[config.mk]
export PLATFORM = sky130hd
export DESIGN_NAME = gsc_cordic_cell
export DESIGN_NICKNAME = d
export VERILOG_FILES = /design/src/sv/gsc_pkg.sv /design/src/sv/gsc_cordic_cell.sv
export SDC_FILE = /design/constraint.sdc
export NUM_CORES = 1
export LEC_CHECK = 0
export ABC_CLOCK_PERIOD_IN_PS = 13280
export BUFFER_PORTS_ARGS = -buffer_cell sky130_fd_sc_hd__buf_2
export CORE_MARGIN = 10
export CORE_UTILIZATION = 35
export DETAILED_ROUTE_END_ITERATION = 8
export GPL_ROUTABILITY_DRIVEN = 0
export GPL_TIMING_DRIVEN = 0
export MAX_ROUTING_LAYER = met4
export PLACE_DENSITY = 0.57
export SLEW_MARGIN = 20
export SYNTH_ARGS = -nofsm -noshare
export SYNTH_HDL_FRONTEND = slang
export SYNTH_SLANG_ARGS = --single-unit
[constraint.sdc]
create_clock -name clk_i -period 13.28 [get_ports clk_i]
set_input_delay 0.664 -clock clk_i [delete_from_list [all_inputs] [get_ports clk_i]]
set_output_delay 0.664 -clock clk_i [all_outputs]
set_load 0.03 [all_outputs]
[src/sv/gsc_pkg.sv]
// ----------------------------------------------------------------------------
// gsc_pkg
// Shared types, constants and tables of the goal-seek controller pipeline.
// ----------------------------------------------------------------------------
package gsc_pkg;

  // number of vectoring CORDIC iterations, 8 to 24
  localparam int CORDIC_STAGES = 16;
  localparam int ATAN_LEN      = 24;

  // root bits of the two square roots
  localparam int S_ROOT_BITS = 15;
  localparam int D_ROOT_BITS = 32;

  // angle constants
  localparam logic signed [34:0] PI_Q30      = 35'sd3373259426;
  localparam logic signed [20:0] PI_Q12      = 21'sd12868;
  localparam logic signed [20:0] HALF_PI_Q12 = 21'sd6434;
  localparam logic [63:0]        ONE_SQ_Q28  = 64'd268435456;

  // register indexes of the configuration port
  typedef enum logic [2:0] {
    REG_GOAL_X       = 3'd0,
    REG_GOAL_Y       = 3'd1,
    REG_ANGULAR_GAIN = 3'd2,
    REG_LINEAR_GAIN  = 3'd3,
    REG_GOAL_RADIUS  = 3'd4
  } reg_idx_e;

  // arctangent of 2^-i in Q2.30
  localparam logic signed [34:0] ATAN_Q30 [ATAN_LEN] = '{
    35'sd843314857, 35'sd497837829, 35'sd263043837, 35'sd133525159,
    35'sd67021687,  35'sd33543516,  35'sd16775851,  35'sd8388437,
    35'sd4194283,   35'sd2097149,   35'sd1048576,   35'sd524288,
    35'sd262144,    35'sd131072,    35'sd65536,     35'sd32768,
    35'sd16384,     35'sd8192,      35'sd4096,      35'sd2048,
    35'sd1024,      35'sd512,       35'sd256,       35'sd128
  };

  // partial square root and remainder
  typedef struct packed {
    logic [63:0] rem;
    logic [31:0] root;
  } sqrt_t;

  // vectoring rotation state
  typedef struct packed {
    logic signed [35:0] x;
    logic signed [35:0] y;
    logic signed [34:0] z;
    logic               zero;
  } cordic_t;

endpackage

[src/sv/gsc_cordic_cell.sv]
// ----------------------------------------------------------------------------
// gsc_cordic_cell
// One vectoring CORDIC iteration, registered.
// ----------------------------------------------------------------------------
module gsc_cordic_cell (
  input  logic             clk_i,
  input  logic             en_i,
  input  logic [4:0]       idx_i,
  input  gsc_pkg::cordic_t vec_i,
  output gsc_pkg::cordic_t vec_o
);
  import gsc_pkg::*;

  cordic_t            vec_d, vec_q;
  logic signed [35:0] xs, ys;
  logic signed [34:0] ang;

  // rotate towards the x axis
  always_comb begin
    xs    = vec_i.x >>> idx_i;
    ys    = vec_i.y >>> idx_i;
    ang   = ATAN_Q30[idx_i];
    vec_d = vec_i;
    if (vec_i.y > 36'sd0) begin
      vec_d.x = vec_i.x + ys;
      vec_d.y = vec_i.y - xs;
      vec_d.z = vec_i.z + ang;
    end else begin
      vec_d.x = vec_i.x - ys;
      vec_d.y = vec_i.y + xs;
      vec_d.z = vec_i.z - ang;
    end
  end

  always_ff @(posedge clk_i) begin
    if (en_i) begin
      vec_q <= vec_d;
    end
  end

  assign vec_o = vec_q;

endmodule

==> Word-level counts from Yosys, hierarchy flattened <==
Memories as Yosys holds them, arrays and structs flattened.
Cells that the tools add are included.
{ "op_classes": {"order_cmp": 2, "div_mod_pow": 0, "muxes": 3, "add_sub_neg": 6, "reduce_logical": 0, "shifts": 2, "n_eq_ne": 0, "mul": 0, "n_bitwise": 1} }
{ "ops": {"columns": ["operator", "count"], "rows": [
  ["two-way mux 107 bit", 1],
  ["adder 36 bit", 2],
  [">>> shifter 36 x 5 -> 36 bit", 2],
  ["subtractor 36 bit", 2],
  ["two-way mux 35 bit", 2],
  ["> comparator 36 x 1 -> 1 bit, second input constant", 1],
  ["adder 35 bit", 1],
  ["subtractor 35 bit", 1],
  [">= comparator 6 bit, second input constant", 1],
  ["NOT 5 -> 6 bit", 1]
]} }
{ "word_totals": {"elab_cells": 19, "out_inout_bits": 108, "n_memories": 1, "latch_bits": 0, "reg_bits": 108, "romBits": 1120, "ramBits": 0} }
{ "memory_table": {"columns": ["memory", "words", "width", "rd", "rd_ports_with_merged_regs", "write_ports", "line_no", "text"], "rows": [
  ["(no name shown)", 32, 35, 1, 0, 0, "gsc_cordic_cell.sv:22", "ang = ATAN_Q30[idx_i];"]
]} }

==> Depth between registers and ports, before layout <==
{ "logic_depth": {"depth_word": 6, "mapped_depth": 29, "depth_no_buf": 24} }

==> Worst setup path before layout <==
No wires, ideal clock.
{ "synth_timing": {"path_kind": "input to register", "startpoint": "input idx_i[1]", "endpoint": "register vec_q (netlist bit vec_o[35]) (data pin)", "arrival_ns": 6.114, "stages": 24, "required_ns": 13.019, "n_path_buf": 6, "slack_ns": 6.904, "path_cell_list": "buf_2 > inv_2 > buf_2 > buf_2 > buf_2 > clkbuf_1 > ha_1 > inv_1 > o22ai_1 > o41ai_1 > nor4b_1 > and2_1 > clkbuf_1 > a31oi_1 > xnor2_1 > ha_1 > and2_1 > a21o_1 > a221o_1 > a31oi_1 > o22ai_1 > o41ai_1 > o21ai_0 > xnor2_1"} }
{ "synth_rtl": {"columns": ["item", "line_no", "text"], "rows": [
  ["start, declared", "gsc_cordic_cell.sv:8", "input logic [4:0] idx_i,"],
  ["end signal, assigned", "gsc_cordic_cell.sv:37", "vec_q <= vec_d;"],
  ["end, declared", "gsc_cordic_cell.sv:14", "cordic_t vec_d, vec_q;"]
]} }

==> flow_summary.yaml <==
outcome:
  status: "finished with violations"
  violations: "design-rule violations"
floorplan:
  die_y_um: 239
  ios: 223
  die-area_sq_um: 57000
  initial_utilization_pct: 35.2
  die_w_um: 239
  rows: 80
  core_sq_um: 47500
global_routing:
  met2_usage_pct: 38.9
  use_met3_pct: 11.9
  antenna_found_initial: 4
  first_global_vias: 17193
  grt-ovfl-total: 0
  gr-max-usage-layer: "met2"
  grt_max_degree: 69
  grtUsageTotal_pct: 27.6
  grt_use_met1_pct: 31.9
  grt_pass1_wl_um: 114000
synth:
  syn-num-nets: 2149
  synth_commonest_cells: "nor2_1, a21oi_1, nand2_1, xnor2_1, ha_1"
  yosysWarnings: 0
  synth-edff-count: 108
  ys.flop_type: "edfxtp_1"
  synth_area_per_cell_sq_um: 8.74
  synth_top_area_share_pct: 19.4
  yosysMostFrequentCell: "nor2_1"
  post_synth_main_area_contributors: "edfxtp_1, mux4_2, ha_1"
  synth_top_cell_by_area: "edfxtp_1"
  synth_area_sq_um: 16700
  netlist_instances: 1915
  ys_ff_latch: 108
  synthArstFlopShare_pct: 0
  seq_area_frac_synth_pct: 19.4
  synth.distinct_cells: 103
routing:
  drtIter0Drc: 2636
  dr.pass1.iters: 9
  vias_per_cell: 6.50
  antenna_left: 0
  wl_um: 78700
  via_count: 18040
  drc: 47
  avgRoutedWirePerCell_um: 28.4
worst_setup_path:
  cpMostUsedCell: "buf_2"
  endpoint_kind: "register"
  critPathMaxFanout: 10
  slowest_delay_ps: 970
  required_ps: 13430
  critPathSlowestCell: "a211oi_1"
  path_class: "in2reg"
  arrival_ps: 9160
  cp-start-kind: "input pin"
clock_network:
  clock-root-buffer: "clkbuf_16"
  numClockSinks: 108
  postCtsHoldBufs: 0
  clkTransAtPathRegs_ps: 70
  post_cts_buffers: 0
  cts_tree: "done"
  numCtsBuffers: 9
  htree_num_levels: 3
  cts_max_path_buffers: 2
  cts_resized: 0
timing:
  maxSlewHeadroom_pct: 20.8
  rsz0062_at_grt: "no"
  clock.fmax_mhz: 111
  worst_slew_pin_slew_ps: 1180
  timing.final.crit_period_ps: 9000
  hold_violations: 0
  fin_crit_sh_pct: 67.8
  fin_tns_setup_ps: 0
  setup_violations: 0
  final_max_slew_viol_count: 0
run:
  cap_violations: 0
placed_design:
  dp.final_hpwl_um: 60400
  portBuffers: 222
  dp.cells: 2753
  place_area_sq_um: 18600
pwr:
  p_leak_uw: 0.00773
  ir_worst_vdd_uv: 72.9
  power_density_nw_per_um2: 114
cells_and_area:
  drive_gt1_share_pct: 20.6
  largest_reg_flops: 108
  post-route-util_pct: 40.0
  nNetsFinal: 2384
  design_area_sq_um: 19000
  syn_to_final_growth_pct: 13.6
  fin_cells: 2774
min_path:
  worstHoldPathType: "in2reg"
[per-stage QoR]
step | power [uW] | hold WS (ps) | setup WS [ps]
final | 2170 | 437 | 4280
after global placement | 1810 | 841 | 4670
after global routing | 2280 | 425 | 3970
after CTS | 2150 | 405 | 5070
after detailed placement | 1820 | 845 | 4660
after floorplan | 1440 | 763 | 6900
[worst paths after layout]
kind	startpoint	endpoint	depth (start not counted)
worst max-delay path	idx_i[1]	vec_o[104]	26
worst min-delay path	vec_i[0]	vec_o[0]	1
[report_power, final]
group          total, uW  leakage, uW  internal (uW)  switching, uW
combinational       1320      0.00651            464            861
sequential           531      0.00106            509           22.4
clock                311     0.000158            167            144
[critical path, delay by kind of cell]
kind	cells	cell delay, ps
adders and majority gates	1	400
muxes	2	910
and+or+nand+nor	6	1540
xor gates and xnor gates	1	80
AOI/OAI and AO/OA	10	3030
buffers and inverters	6	2490
[routing by layer]
layer / routed length, um / up-vias
met5: 0 / -
met4: 5820 / 0
met3: 10700 / 416
met2: 32400 / 1334
met1: 29700 / 8488
li1: - / 7802
[area by class of cell]
type | instances | area, sq um
Antenna cell | 4 | 10.0
Buffer | 101 | 495
Clock buffer | 10 | 229
Clock inverter | 6 | 91.3
Fill cell | 4824 | 28500
Inverter | 52 | 195
Multi-Input combinational cell | 1654 | 12800
Sequential cell | 108 | 3240
Tap cell | 615 | 769
Timing Repair Buffer | 224 | 1150
[layout by cell type, fill, tap and decap left out, types with 12 or more instances in the layout]
cell type,n
nor2_1,185
a21oi_1,148
a211oi_1,18
and3_1,15
nor2b_1,25
mux2i_1,87
nor4_1,14
o21ai_0,99
buf_1,12
xnor2_1,122
nor3_1,20
nand2_1,148
xor2_1,57
o22ai_1,21
ha_1,116
a211o_1,13
edfxtp_1,108
o21bai_1,14
buf_2,254
and2_1,19
mux4_2,73
nand3_1,44
nand2b_1,29
clkbuf_1,46
or3_1,12
or2_2,12
inv_1,50
a31oi_1,26
a21o_1,52
o21a_1,28
mux2_2,38
o211ai_1,18
[cells by family after synthesis]
group / Yosys count / share of synthesized area, %
fa+ha+maj: 119 / 9.03
simple gates: 572 / 16.7
flops: 108 / 19.4
xor+xnor: 179 / 9.37
compound gates: 582 / 23.5
buf+inv: 153 / 4.13
mux: 202 / 17.9
No activity file was read; power rests on OpenSTA's default activity.
