<file path="config.mk">
export PLATFORM = sky130hd
export DESIGN_NAME = gsc_sqrt_cell
export DESIGN_NICKNAME = d
export VERILOG_FILES = /design/src/sv/gsc_pkg.sv /design/src/sv/gsc_sqrt_cell.sv
export SDC_FILE = /design/constraint.sdc
export NUM_CORES = 1
export LEC_CHECK = 0
export ABC_AREA = 1
export BUFFER_PORTS_ARGS = -buffer_cell sky130_fd_sc_hd__buf_4
export CAP_MARGIN = 25
export CORE_MARGIN = 4
export CORE_UTILIZATION = 35
export CTS_CLUSTER_DIAMETER = 50
export DETAILED_ROUTE_END_ITERATION = 16
export SYNTH_ARGS = -nofsm -noshare
export SYNTH_HDL_FRONTEND = slang
export SYNTH_SLANG_ARGS = --single-unit
</file>
<file path="constraint.sdc">
create_clock -name clk_i -period 15.4 [get_ports clk_i]
set_input_delay 3.08 -clock clk_i [delete_from_list [all_inputs] [get_ports clk_i]]
set_output_delay 3.08 -clock clk_i [all_outputs]
set_load 0.02 [all_outputs]
</file>
<file path="src/sv/gsc_pkg.sv">
// ----------------------------------------------------------------------------
// gsc_pkg
// Shared types, constants and tables of the goal-seek controller pipeline.
// ----------------------------------------------------------------------------
package gsc_pkg;

  // number of vectoring CORDIC iterations, 8 to 24
  localparam int CORDIC_STAGES = 16;
  localparam int ATAN_LEN      = 24;

  // root bits of the two square roots
  localparam int S_ROOT_BITS = 15;
  localparam int D_ROOT_BITS = 32;

  // angle constants
  localparam logic signed [34:0] PI_Q30      = 35'sd3373259426;
  localparam logic signed [20:0] PI_Q12      = 21'sd12868;
  localparam logic signed [20:0] HALF_PI_Q12 = 21'sd6434;
  localparam logic [63:0]        ONE_SQ_Q28  = 64'd268435456;

  // register indexes of the configuration port
  typedef enum logic [2:0] {
    REG_GOAL_X       = 3'd0,
    REG_GOAL_Y       = 3'd1,
    REG_ANGULAR_GAIN = 3'd2,
    REG_LINEAR_GAIN  = 3'd3,
    REG_GOAL_RADIUS  = 3'd4
  } reg_idx_e;

  // arctangent of 2^-i in Q2.30
  localparam logic signed [34:0] ATAN_Q30 [ATAN_LEN] = '{
    35'sd843314857, 35'sd497837829, 35'sd263043837, 35'sd133525159,
    35'sd67021687,  35'sd33543516,  35'sd16775851,  35'sd8388437,
    35'sd4194283,   35'sd2097149,   35'sd1048576,   35'sd524288,
    35'sd262144,    35'sd131072,    35'sd65536,     35'sd32768,
    35'sd16384,     35'sd8192,      35'sd4096,      35'sd2048,
    35'sd1024,      35'sd512,       35'sd256,       35'sd128
  };

  // partial square root and remainder
  typedef struct packed {
    logic [63:0] rem;
    logic [31:0] root;
  } sqrt_t;

  // vectoring rotation state
  typedef struct packed {
    logic signed [35:0] x;
    logic signed [35:0] y;
    logic signed [34:0] z;
    logic               zero;
  } cordic_t;

endpackage

</file>
<file path="src/sv/gsc_sqrt_cell.sv">
// ----------------------------------------------------------------------------
// gsc_sqrt_cell
// One bit of a restoring square root, registered.
// ----------------------------------------------------------------------------
module gsc_sqrt_cell (
  input  logic           clk_i,
  input  logic           en_i,
  input  logic [4:0]     idx_i,
  input  gsc_pkg::sqrt_t sqrt_i,
  output gsc_pkg::sqrt_t sqrt_o
);
  import gsc_pkg::*;

  logic [65:0] trial;
  sqrt_t       sqrt_d;
  sqrt_t       sqrt_q;

  // trial subtrahend (2*root + 2^i) * 2^i
  always_comb begin
    trial  = ({34'd0, sqrt_i.root} << ({1'b0, idx_i} + 6'd1))
           + (66'd1 << ({idx_i, 1'b0}));
    sqrt_d = sqrt_i;
    if ({2'b00, sqrt_i.rem} >= trial) begin
      sqrt_d.rem  = sqrt_i.rem - trial[63:0];
      sqrt_d.root = sqrt_i.root | (32'd1 << idx_i);
    end
  end

  always_ff @(posedge clk_i) begin
    if (en_i) begin
      sqrt_q <= sqrt_d;
    end
  end

  assign sqrt_o = sqrt_q;

endmodule

</file>
# == After elaboration in Yosys (flattened, before gate mapping) ==
# Cells that the tools add are included.
# totals
ff_bits,96
input_bits,103
wordCells,11
# classes
n_addsub,3
order_cmp,1
shift,3
n_mux,1
bitwise_logic,1
# op_table
op,n
96-bit two-way mux,1
66-bit adder,1
64-bit by 66-bit >= comparator with 1-bit output,1
1-bit by 6-bit left shift with 66-bit output (first input constant),1
32-bit by 6-bit left shift with 66-bit output,1
64-bit subtractor,1
32-bit bitwise OR,1
1-bit by 5-bit left shift with 32-bit output (first input constant),1
5-bit by 1-bit adder with 6-bit output (second input constant),1

# == Logic depth before layout (Yosys ltp) ==
# logic_depth
word_depth,5
depth_mapped,48

# == Least setup slack after synthesis ==
# Ideal clock, no wire load.
# synth_path
path_kind,input to register
from,input idx_i[0]
to,"register sqrt_q, in the netlist sqrt_o[69] (data pin)"
setup_time_ps,252
arrival_time_ps,8653
required_ps,15148
path_slack_ps,6495
cell_stages,43
path_buffers,7
cell_sequence,buf_2 inv_2 buf_6 ha_1 buf_2 buf_2 buf_2 buf_1 nand2_1 nand2_1 nor2_1 a31oi_1 nand2_1 o21ai_0 nand2_1 o21ai_0 nor2_1 ha_1 [... 7 more ...] nand2_1 a31oi_1 xor2_1 ha_1 nand2_1 nor2_1 inv_1 nor2_1 nand3_1 o21ai_0 nand4_1 nand2_1 nand2_1 nand2_1 nand4_4 clkbuf_1 nand2_1 nand2_2
# synth_rtl
element,line_no,rtl
start: declaration,gsc_sqrt_cell.sv:8,"input logic [4:0] idx_i,"
end signal: assignment,gsc_sqrt_cell.sv:31,sqrt_q <= sqrt_d;
end: declaration,gsc_sqrt_cell.sv:16,sqrt_t sqrt_q;

==> impl_metrics.yaml <==
floorplanning:
  coreArea_um2: 43000
  io-pin-count: 199
  std_cell_rows: 76
  start_util_pct: 35.4
  die_h_um: 216
  dieArea_um2: 46900
  die_w_um: 216
pwr:
  peakVddDrop_uv: 47.6
  p_int_uw: 765
  leakagePower_uw: 0.00805
  combPwrFrac_pct: 60.8
  p_clk_share_pct: 15.2
  switching_share_pct: 49.7
  seqPwrFrac_pct: 24.0
  p_sw_uw: 756
  power_density_nw_per_um2: 87.5
  finalPower_uw: 1520
timing:
  max_freq_ghz: 0.0824
  min_period_ns: 12.13
  tns_ns: 0
  worst_pin_slew_ns: 1.01
  finalCritPeriodShare_pct: 78.8
  hold_violations: 0
  rsz0062_at_grt: "false"
  maxSlewHeadroom_pct: 32.8
  setup_violations: 0
  drv_slew: 0
  finalWorstSetupSlack_ns: 3.27
yosys:
  postSynthCellCount: 2510
  synth_xor_area_share_pct: 5.77
  syn_area_um2: 15200
  synth_edf_count: 96
  muxShareOfSynthArea_pct: 0
  synth_area_leader_cell: "nand2_1"
  synthTopCellsByArea: "nand2_1 19%, edfxtp_1 19%, ha_1 8.5%, nand3_1 7.7%, inv_1 7.5%"
  yosysWarnings: 0
  synth_nets: 2717
  synthSimpleGateAreaFrac_pct: 41.4
  ys_types: 64
  synth_top_area_share_pct: 19.1
  avgSynthCellArea_um2: 6.06
  synth-seq-area-share_pct: 19.0
  synthFlopType: "edfxtp_1"
  synth_compound_area_share_pct: 14.5
  ys_ff_latch: 96
  async_flop_share_pct: 0
  synth_fa_ha_area_share_pct: 8.60
  synth_top_family_by_area: "simple AND/OR/NAND/NOR gates"
clock_tree:
  clk_pin_slew_ns: 0.08
  cts_made_buffers: 9
  clk_path_buf_depth: 2
  ctsHtreeMaxLevel: 3
  cts_setup_buffers: 0
  cts.repair.resized: 0
  hold_buffers: 0
  cts.sinks: 96
  cts_tree: "done"
  ctsRootBufferMaster: "clkbuf_16"
worst_setup_path:
  cp_slowest_stage_delay_ns: 0.82
  crit_fanout: 58
  cpMaxStageDelayCell: "clkinv_1"
  crit_arrival_ns: 12.39
  cp-start-kind: "input pin"
  path_common_cell: "nand2_1"
  end_kind: "register"
  path_class: "in -> reg"
  critPathRequiredTime_ns: 15.66
  crit_path_start: "idx_i[0]"
flow_run:
  maxCapViolCount: 0
placed_design:
  pre_cts_ws_ns: 3.11
  hpwl_um: 58200
  io_buffers: 198
  place_congestion: 1.04
routing:
  drc: 0
  firstDrtPassIters: 9
  wl_per_cell_um: 20.7
  vias: 17700
  finalWirelength_um: 67500
  viasPerCell: 5.45
  drtIter0Drc: 2023
  ant_nets: 0
status:
  status: "finished, final reports clean"
finish:
  nFillCells: 4780
  final_nets: 2872
  ff_latch_area_um2: 2880
  layout-drive-gt1-share_pct: 12.7
  area_delta_synth_final_pct: 14.2
  multi_input_comb_area_um2: 10700
  largest_reg_flops: 96
  antenna_cells: 0
  finish.utilization_pct: 40.4
global_route:
  grt_use_met1_pct: 39.4
  grt_max_degree: 65
  grt_overflow: 0
  met2_usage_pct: 44.2
  grt_pass1_wl_um: 101000
  grtUsageTotal_pct: 27.8
  met3_usage_pct: 5.10
  grt_busiest_layer: "met2"
  antenna_found_initial: 1
  grt_pass1_vias: 16500
hold_path:
  holdCritStartpoint: "sqrt_i[34]"
  hold_class: "in -> reg"
## synth_stat cells, types with 11 or more instances
library cell,count
a31oi_1,29
a21oi_1,136
o21a_1,16
nand4_1,34
nor2_1,253
inv_1,304
xnor2_1,20
nor2_2,11
nand2_1,773
nand2_2,54
nor4_1,15
clkbuf_1,19
edfxtp_1,96
xor2_1,77
nor3_1,26
ha_1,103
o21bai_1,14
o21ai_0,127
inv_2,14
buf_2,17
nand3_1,235
## worst max-delay path, delay by kind of cell
kind / cells / cell delay, ns
adder cells (fa/ha/maj): 4 / 1.32
XOR/XNOR: 1 / 0.21
AO/OA/AOI/OAI: 7 / 2.37
AND/OR/NAND/NOR: 18 / 2.88
buffers and inverters: 8 / 2.47
## stage by stage
stage               hold slack, ns  cells  area [um^2]
detailed placement            3.37   3238        17100
CTS                           2.95   3254        17300
finish                        2.97   3255        17400
global route                  2.96   3255        17400
global placement              3.37   3238        17100
floorplan                     3.19   2510        15200
## worst paths after layout
| kind | depth (start not counted) | end | slack, ns |
|---|---|---|---|
| max | 38 | sqrt_o[50]$_DFFE_PP_ | 3.27 |
| min | 3 | sqrt_o[34]$_DFFE_PP_ | 2.97 |
## power groups by stage
stage	clock network [uW]	registers, uW	logic (uW)
after floorplan	0	430	543
after global placement	0	370	905
after detailed placement	0	371	905
after CTS	237	365	908
after global routing	246	369	1000
final	231	365	925
## layout by cell type, fill, tap and decap left out, types with 3 or more instances in the layout
cell type / instances
inv_2: 14
and2_1: 3
buf_4: 207
a21o_1: 6
a31oi_1: 29
o211ai_1: 8
nor2_2: 11
nand4_1: 34
nor2_1: 253
xnor2_1: 20
nand3_2: 9
nand3b_1: 10
nor4_1: 15
or2_2: 4
clkbuf_16: 9
nand3_1: 235
inv_1: 304
xor2_1: 77
nor3_1: 26
a21boi_0: 6
o21a_1: 16
o21ai_0: 127
nand2_1: 773
o21ai_1: 8
a21oi_1: 136
o21bai_1: 14
nor2_4: 4
ha_1: 103
o221ai_1: 8
o22ai_1: 6
nand2_2: 54
edfxtp_1: 96
## routing by layer
metal  vias to the layer above  wire, um
met5                         -         0
met4                         0      1230
met3                        70      5690
met2                       779     29800
met1                      8295     30800
li1                       8602         -
## cell type report
| cell class | instances | area share, % |
|---|---|---|
| Clock buffer | 9 | 1.30 |
| Clock inverter | 7 | 0.367 |
| Inverter | 322 | 6.98 |
| Multi-Input combinational cell | 2028 | 61.4 |
| Timing Repair Buffer | 208 | 9.10 |
| Tap cell | 585 | 4.21 |
| Sequential cell | 96 | 16.6 |
## cells by family (layout without fill, tap and decap cells)
kind of cell,count (synthesis),in the layout
simple gates,1444,1444
flops,96,96
xor+xnor,98,98
buf+inv,386,546
compound gates,382,382
fa+ha+maj,104,104
Note: power is estimated with default switching activity, not from simulation.
