`src/sv/gsc_pkg.sv`:
```
// ----------------------------------------------------------------------------
// gsc_pkg
// Shared types, constants and tables of the goal-seek controller pipeline.
// ----------------------------------------------------------------------------
package gsc_pkg;

  // number of vectoring CORDIC iterations, 8 to 24
  localparam int CORDIC_STAGES = 16;
  localparam int ATAN_LEN      = 24;

  // root bits of the two square roots
  localparam int S_ROOT_BITS = 15;
  localparam int D_ROOT_BITS = 32;

  // angle constants
  localparam logic signed [34:0] PI_Q30      = 35'sd3373259426;
  localparam logic signed [20:0] PI_Q12      = 21'sd12868;
  localparam logic signed [20:0] HALF_PI_Q12 = 21'sd6434;
  localparam logic [63:0]        ONE_SQ_Q28  = 64'd268435456;

  // register indexes of the configuration port
  typedef enum logic [2:0] {
    REG_GOAL_X       = 3'd0,
    REG_GOAL_Y       = 3'd1,
    REG_ANGULAR_GAIN = 3'd2,
    REG_LINEAR_GAIN  = 3'd3,
    REG_GOAL_RADIUS  = 3'd4
  } reg_idx_e;

  // arctangent of 2^-i in Q2.30
  localparam logic signed [34:0] ATAN_Q30 [ATAN_LEN] = '{
    35'sd843314857, 35'sd497837829, 35'sd263043837, 35'sd133525159,
    35'sd67021687,  35'sd33543516,  35'sd16775851,  35'sd8388437,
    35'sd4194283,   35'sd2097149,   35'sd1048576,   35'sd524288,
    35'sd262144,    35'sd131072,    35'sd65536,     35'sd32768,
    35'sd16384,     35'sd8192,      35'sd4096,      35'sd2048,
    35'sd1024,      35'sd512,       35'sd256,       35'sd128
  };

  // partial square root and remainder
  typedef struct packed {
    logic [63:0] rem;
    logic [31:0] root;
  } sqrt_t;

  // vectoring rotation state
  typedef struct packed {
    logic signed [35:0] x;
    logic signed [35:0] y;
    logic signed [34:0] z;
    logic               zero;
  } cordic_t;

endpackage

```
`src/sv/gsc_atan_front.sv`:
```
// ----------------------------------------------------------------------------
// gsc_atan_front
// Half-plane fold and normalising shift ahead of the CORDIC cells.
// ----------------------------------------------------------------------------
module gsc_atan_front (
  input  logic               clk_i,
  input  logic               en_i,
  input  logic signed [35:0] x_i,
  input  logic signed [35:0] y_i,
  output gsc_pkg::cordic_t   vec_o
);
  import gsc_pkg::*;

  cordic_t     fold_d, fold_q;
  cordic_t     norm_q;
  cordic_t     shft_d, shft_q;
  logic [4:0]  sh_d, sh_q;
  logic [35:0] mag;
  logic [5:0]  msb;

  // fold left half-plane onto the right
  always_comb begin
    fold_d.zero = (x_i == 36'sd0) && (y_i == 36'sd0);
    fold_d.x    = x_i;
    fold_d.y    = y_i;
    fold_d.z    = '0;
    if (x_i < 36'sd0) begin
      fold_d.x = -x_i;
      fold_d.y = -y_i;
      fold_d.z = (y_i >= 36'sd0) ? PI_Q30 : -PI_Q30;
    end
  end

  // leading one of the larger magnitude
  always_comb begin
    mag = fold_q.x | ((fold_q.y < 36'sd0) ? -fold_q.y : fold_q.y);
    msb = 6'd0;
    for (int i = 0; i < 36; i++) begin
      if (mag[i]) msb = 6'(i);
    end
    sh_d = (msb < 6'd30 && mag != 36'd0) ? 5'(6'd30 - msb) : 5'd0;
  end

  // apply shift
  always_comb begin
    shft_d   = norm_q;
    shft_d.x = norm_q.x <<< sh_q;
    shft_d.y = norm_q.y <<< sh_q;
  end

  always_ff @(posedge clk_i) begin
    if (en_i) begin
      fold_q <= fold_d;
      norm_q <= fold_q;
      sh_q   <= sh_d;
      shft_q <= shft_d;
    end
  end

  assign vec_o = shft_q;

endmodule

```
`config.mk`:
```
export PLATFORM = sky130hd
export DESIGN_NAME = gsc_atan_front
export DESIGN_NICKNAME = d
export VERILOG_FILES = /design/src/sv/gsc_pkg.sv /design/src/sv/gsc_atan_front.sv
export SDC_FILE = /design/constraint.sdc
export NUM_CORES = 1
export LEC_CHECK = 0
export BUFFER_PORTS_ARGS = -buffer_cell sky130_fd_sc_hd__buf_2
export CAP_MARGIN = 30
export CORE_UTILIZATION = 45
export CTS_CLUSTER_DIAMETER = 150
export CTS_CLUSTER_SIZE = 12
export DETAILED_ROUTE_END_ITERATION = 10
export PLACE_DENSITY = 0.64
export RECOVER_POWER = 25
export SLEW_MARGIN = 25
export SYNTH_ARGS = -nofsm -noshare
export SYNTH_HDL_FRONTEND = slang
export SYNTH_SLANG_ARGS = --single-unit
```
`constraint.sdc`:
```
create_clock -name clk_i -period 4 [get_ports clk_i]
set_input_delay 0.4 -clock clk_i [delete_from_list [all_inputs] [get_ports clk_i]]
set_output_delay 0.4 -clock clk_i [all_outputs]
set_load 0.01 [all_outputs]
```
Word level (Yosys, flattened, before mapping)
Index checks and enable logic that the tools add are counted.
{ "word_totals": {"register_bits": 329, "input_bits": 74, "out_inout_bits": 108, "word_cells": 67} }
{ "op_classes": {"addsub": 4, "order_cmp": 4, "shift": 2, "mux": 38, "bitwise_logic": 1, "n_reduce_logical": 5} }
{ "ops": {"columns": ["operator", "count"], "rows": [
  ["6-bit 2-to-1 mux", 34],
  ["36-bit negator", 3],
  ["107-bit 2-to-1 mux", 1],
  ["36-bit zero test", 2],
  ["36-bit by 1-bit less-than comparator with 1-bit output, second input constant", 2],
  ["36-bit by 5-bit <<< shifter with 36-bit output", 2],
  ["36-bit by 1-bit >= comparator with 1-bit output, second input constant", 1],
  ["36-bit 2-to-1 mux", 1],
  ["36-bit OR", 1],
  ["36-bit nonzero test", 1],
  ["35-bit 2-to-1 mux", 1],
  ["6-bit by 5-bit less-than comparator with 1-bit output, second input constant", 1],
  ["5-bit subtractor, first input constant", 1],
  ["1-bit logical AND", 2],
  ["1-bit 2-to-1 mux", 1]
]} }

Longest topological paths before layout
{ "logic_depth": {"word_depth": 40, "depth_mapped": 16, "ltp_nobuf": 15} }

Worst setup path after synthesis
Ideal clock, no wire load.
{ "synth_path": {"kind": "register -> register", "startpoint": "register fold_q[50] in the netlist's numbering", "endpoint": "register sh_q[4], data pin", "setup_ns": 0.270, "arrival_time_ns": 3.631, "required_time_ns": 3.730, "setup_slack_ns": 0.099, "path_stages_with_launch": 15, "path_buffers": 1, "period_less_slack_ns": 3.901, "path_cell_list": "edfxtp_1 -> or4_4 -> or4_4 -> buf_6 -> o41ai_1 -> mux2i_1 -> nor2b_1 -> a21bo_2 -> o2111ai_1 -> and3_1 -> o211ai_1 -> ha_1 -> inv_1 -> nor4_1 -> a311oi_1"} }
{ "synth_between": {"elab_chain_len": 40, "elab_cells_between_ends": 43, "cone_classes": "add/sub: 2; order compare: 2; mux: 36; bitwise: 1; reduce/logical: 2"} }
{ "synth_rtl": {"columns": ["item", "line", "source"], "rows": [
  ["from (decl)", "gsc_atan_front.sv:14", "cordic_t fold_d, fold_q;"],
  ["from (signal assigned)", "gsc_atan_front.sv:53", "fold_q <= fold_d;"],
  ["36-bit by 1-bit less-than comparator with 1-bit output", "gsc_atan_front.sv:36", "mag = fold_q.x | ((fold_q.y < 36'sd0) ? -fold_q.y : fold_q.y);"],
  ["36-bit 2-to-1 mux (*)", "gsc_atan_front.sv:36", null],
  ["36-bit OR (*)", "gsc_atan_front.sv:36", null],
  ["1-bit 2-to-1 mux", "gsc_atan_front.sv:39", "if (mag[i]) msb = 6'(i);"],
  ["6-bit 2-to-1 mux (34 in series)", "gsc_atan_front.sv:39", null],
  ["6-bit by 5-bit less-than comparator with 1-bit output", "gsc_atan_front.sv:41", "sh_d = (msb < 6'd30 && mag != 36'd0) ? 5'(6'd30 - msb) : 5'd0;"],
  ["1-bit logical AND", "gsc_atan_front.sv:41", null],
  ["to (signal assigned)", "gsc_atan_front.sv:55", "sh_q <= sh_d;"],
  ["to (decl)", "gsc_atan_front.sv:17", "logic [4:0] sh_d, sh_q;"]
]} }
Mark *: on every way between the ends. The rest lies on a longest branch, timed or not.
A chain may end at the register's enable or synchronous reset.

Worst setup path in the final report
{ "layout_path": {"startpoint": "register fold_q[51] in the netlist's numbering", "endpoint": "register sh_q[4], data pin"} }
{ "layout_between": {"elab_chain_len": 40, "elab_cells_between_ends": 43, "cone_classes": "add/sub: 2; order compare: 2; mux: 36; bitwise: 1; reduce/logical: 2"} }
{ "layout_rtl": {"columns": ["item", "line", "source"], "rows": [
  ["36-bit by 1-bit less-than comparator with 1-bit output", "gsc_atan_front.sv:36", null],
  ["36-bit 2-to-1 mux (*)", "gsc_atan_front.sv:36", null],
  ["36-bit OR (*)", "gsc_atan_front.sv:36", null],
  ["1-bit 2-to-1 mux", "gsc_atan_front.sv:39", null],
  ["6-bit 2-to-1 mux (33 in series)", "gsc_atan_front.sv:39", null],
  ["6-bit 2-to-1 mux (*)", "gsc_atan_front.sv:39", null],
  ["net msb[0]", "gsc_atan_front.sv:19", "logic [5:0] msb;"],
  ["6-bit by 5-bit less-than comparator with 1-bit output", "gsc_atan_front.sv:41", null],
  ["1-bit logical AND", "gsc_atan_front.sv:41", null]
]} }
The timed path passes the listed nets; every way through them passes the cells marked *.

==> results.py <==
metrics = {
    "global_routing": {
        "antenna_found_initial": 0,
        "grt_pass1_vias": 9753,
        "grt_max_degree": 104,
        "grt_pass1_wl_mm": 54.1,
        "grt_usage": 0.221,
        "grt_overflow": 0,
    },
    "routing": {
        "drt-pass1-iter-count": 5,
        "ant_nets": 0,
        "drcViolationCount": 0,
        "wire_per_inst_um": 18.9,
        "routed-via-count": 10600,
        "drt-initial-drc-count": 675,
        "wl_mm": 35.5,
        "avgViaCountPerCell": 5.65,
    },
    "run_status": {
        "status": "complete, but fails checks",
        "violations": "capacitance limit, slew limit",
    },
    "synth": {
        "netlist-cell-type-count": 72,
        "synthCells": 1313,
        "synth_area_um2": 13900,
        "ys.flop_type": "edfxtp_1",
        "yosysSeqAreaShare": 0.502,
        "syn_area_per_cell_um2": 10.6,
        "async_reset_ff_frac": 0,
        "synth_edf_count": 233,
        "yosysWarningCount": 0,
        "synth_nets": 1391,
        "synth.ff_latch_count": 233,
        "netlist_top_cells_count": "edfxtp_1 (233), nand2_1 (164), nor2_1 (138)",
        "synth_area_leaders": "edfxtp_1 (50%), mux2i_1 (4.7%), xnor2_1 (4.7%), mux4_2 (4.5%), nand2_1 (4.4%)",
        "yosysTopAreaCell": "edfxtp_1",
        "yosysMostFrequentCell": "edfxtp_1",
        "synth_top_area_share": 0.502,
    },
    "critical_path": {
        "cp-end-kind": "flop",
        "path_class": "reg2reg",
        "crit_required_ns": 4.26,
        "cp_top_family": "simple AND/OR/NAND/NOR gates",
        "cpMaxStageDelayCell": "or4_4",
        "cp.arrival_ns": 4.11,
        "cp.buffers_inverters": 3,
        "critPathMaxFanout": 8,
        "worst_path_largest_cell_delay_ns": 0.62,
        "start_kind": "flop",
        "crit_chain": "or4_4 -> or4_4 -> buf_6 -> o21ai_4 -> xnor2_2 -> nor4_2 -> buf_4 -> o211ai_1 -> a31oi_1 -> o221a_1 -> o21bai_1 -> ha_2 -> inv_1 -> nor4_2 -> a311oi_1",
    },
    "cts": {
        "clock_latency_ns": 0.52,
        "htree_levels": 1,
        "cts_made_buffers": 23,
        "cts_tree": "built",
        "root_buffer": "clkbuf_16",
        "clkSinkCount": 233,
        "cts.path.max_buffers": 3,
        "path_clk_slew_ns": 0.06,
        "ctsHoldBuffers": 0,
    },
    "sta": {
        "slew_headroom": -0.747,
        "setup_viol": 0,
        "worst_slack_ns": 0.154,
        "holdWs_ns": 0.157,
        "slew_viol_final": 102,
        "fin_skew_ns": 0.0165,
        "hold_violations": 0,
        "period_needed_ns": 3.85,
        "worst_pin_slew_ns": 2.62,
        "finalCritPeriodShare": 0.961,
        "timing.fmax_ghz": 0.260,
    },
    "die": {
        "dieWidth_um": 178,
        "core-area_um2": 30500,
        "io_pins": 182,
        "dieArea_um2": 31700,
        "initial_utilization": 0.457,
        "die_y_um": 178,
        "std_cell_rows": 64,
    },
    "final_layout": {
        "nFillCells": 2686,
        "drive_above_1_share": 0.238,
        "fin_cells": 1881,
        "n_antenna_cell": 0,
        "nets": 1563,
        "area_growth_pct": 15.9,
    },
    "placed_design": {
        "portBuffers": 180,
        "hpwl_mm": 27.1,
        "dp_slack_ns": -0.0432,
        "place_inst": 1846,
        "place_congestion": 0.941,
    },
    "pwr": {
        "leakagePower_nw": 5.96,
        "power_density_nw_per_um2": 380,
        "ir_drop_mv": 0.286,
        "p_total_w": 0.00614,
    },
    "flow_run": {
        "cap_violations": 1,
    },
    "worst_hold_path": {
        "min_path_type": "in2reg",
    },
}
report_power, final:
part / total, W / switching, W / internal [W] / leakage [nW]
combinational: 0.00115 / 0.000669 / 0.000484 / 3.38
sequential: 0.00313 / 0.000170 / 0.00296 / 2.29
clock: 0.00185 / 0.000838 / 0.00102 / 0.292
state kept, by name (all words and copies together) (netlist names):
register,cells
fold_q,76
norm_q,76
sh_q,5
vec_o,76
layout make-up:
class,count,area (um^2),share of cell area
clock buffers,23,576,0.0356
inverters,28,105,0.00650
repair buffers,252,1460,0.0905
clock inverters,2,17.5,0.00108
multi-input cells,947,6500,0.403
flip-flops and latches,233,7000,0.433
well taps,396,495,0.0307
final timing paths:
kind	start	endpoint	slack, ns	cells past startpoint
max	fold_q[51]	sh_q[4]	0.15	15
min	x_i[0]	fold_q[72]	0.16	1
max reg2reg	fold_q[51]	sh_q[4]	0.15	15
min reg2reg	fold_q[2]	norm_q[2]	0.42	0
kinds of logic after synthesis:
family	synth area share
mux	0.108
compound gates	0.124
simple gates	0.166
flops	0.502
buf+inv	0.0451
fa+ha+maj	0.00359
other cells	0.000269
xor+xnor	0.0509
per-layer routing:
layer,vias up,part of all wire,wire (um),track usage
li1,5217,-,-,-
met1,5014,0.48,16900,0.321
met2,343,0.44,15600,0.343
met3,57,0.049,1740,0.0247
met4,0,0.034,1220,0.0734
met5,-,0,0,0
metrics by stage:
stage	utilization	setup TNS, ns	area, um^2
after CTS	0.523	0	15900
final	0.530	0	16200
after detailed placement	0.503	-0.0432	15300
after global routing	0.530	-0.0231	16200
after floorplan	-	0	13900
after global placement	0.502	0	15300
timing repair:
| action | 4_1_cts | 5_1_grt |
|---|---|---|
| setup endpoints to repair | 1 | 3 |
| resized for setup | 1 | 33 |
| endpoints found under the hold margin | 0 | 0 |
| setup buffers | 0 | 10 |
| pin swaps | 0 | 21 |
cell usage in the layout (no fill, tap or decap), types with 24 or more instances in the layout:
cell,synthesis,routed
buf_2,1,176
o21ai_0,71,71
edfxtp_1,233,233
mux2i_1,66,65
inv_1,26,25
buf_4,32,52
o31ai_1,35,34
nor2_1,138,138
xnor2_1,75,74
a21oi_1,55,55
or3_1,24,24
nor3_1,28,28
mux4_2,28,28
nand2_1,164,164
Power figures use the tool's default switching activity.
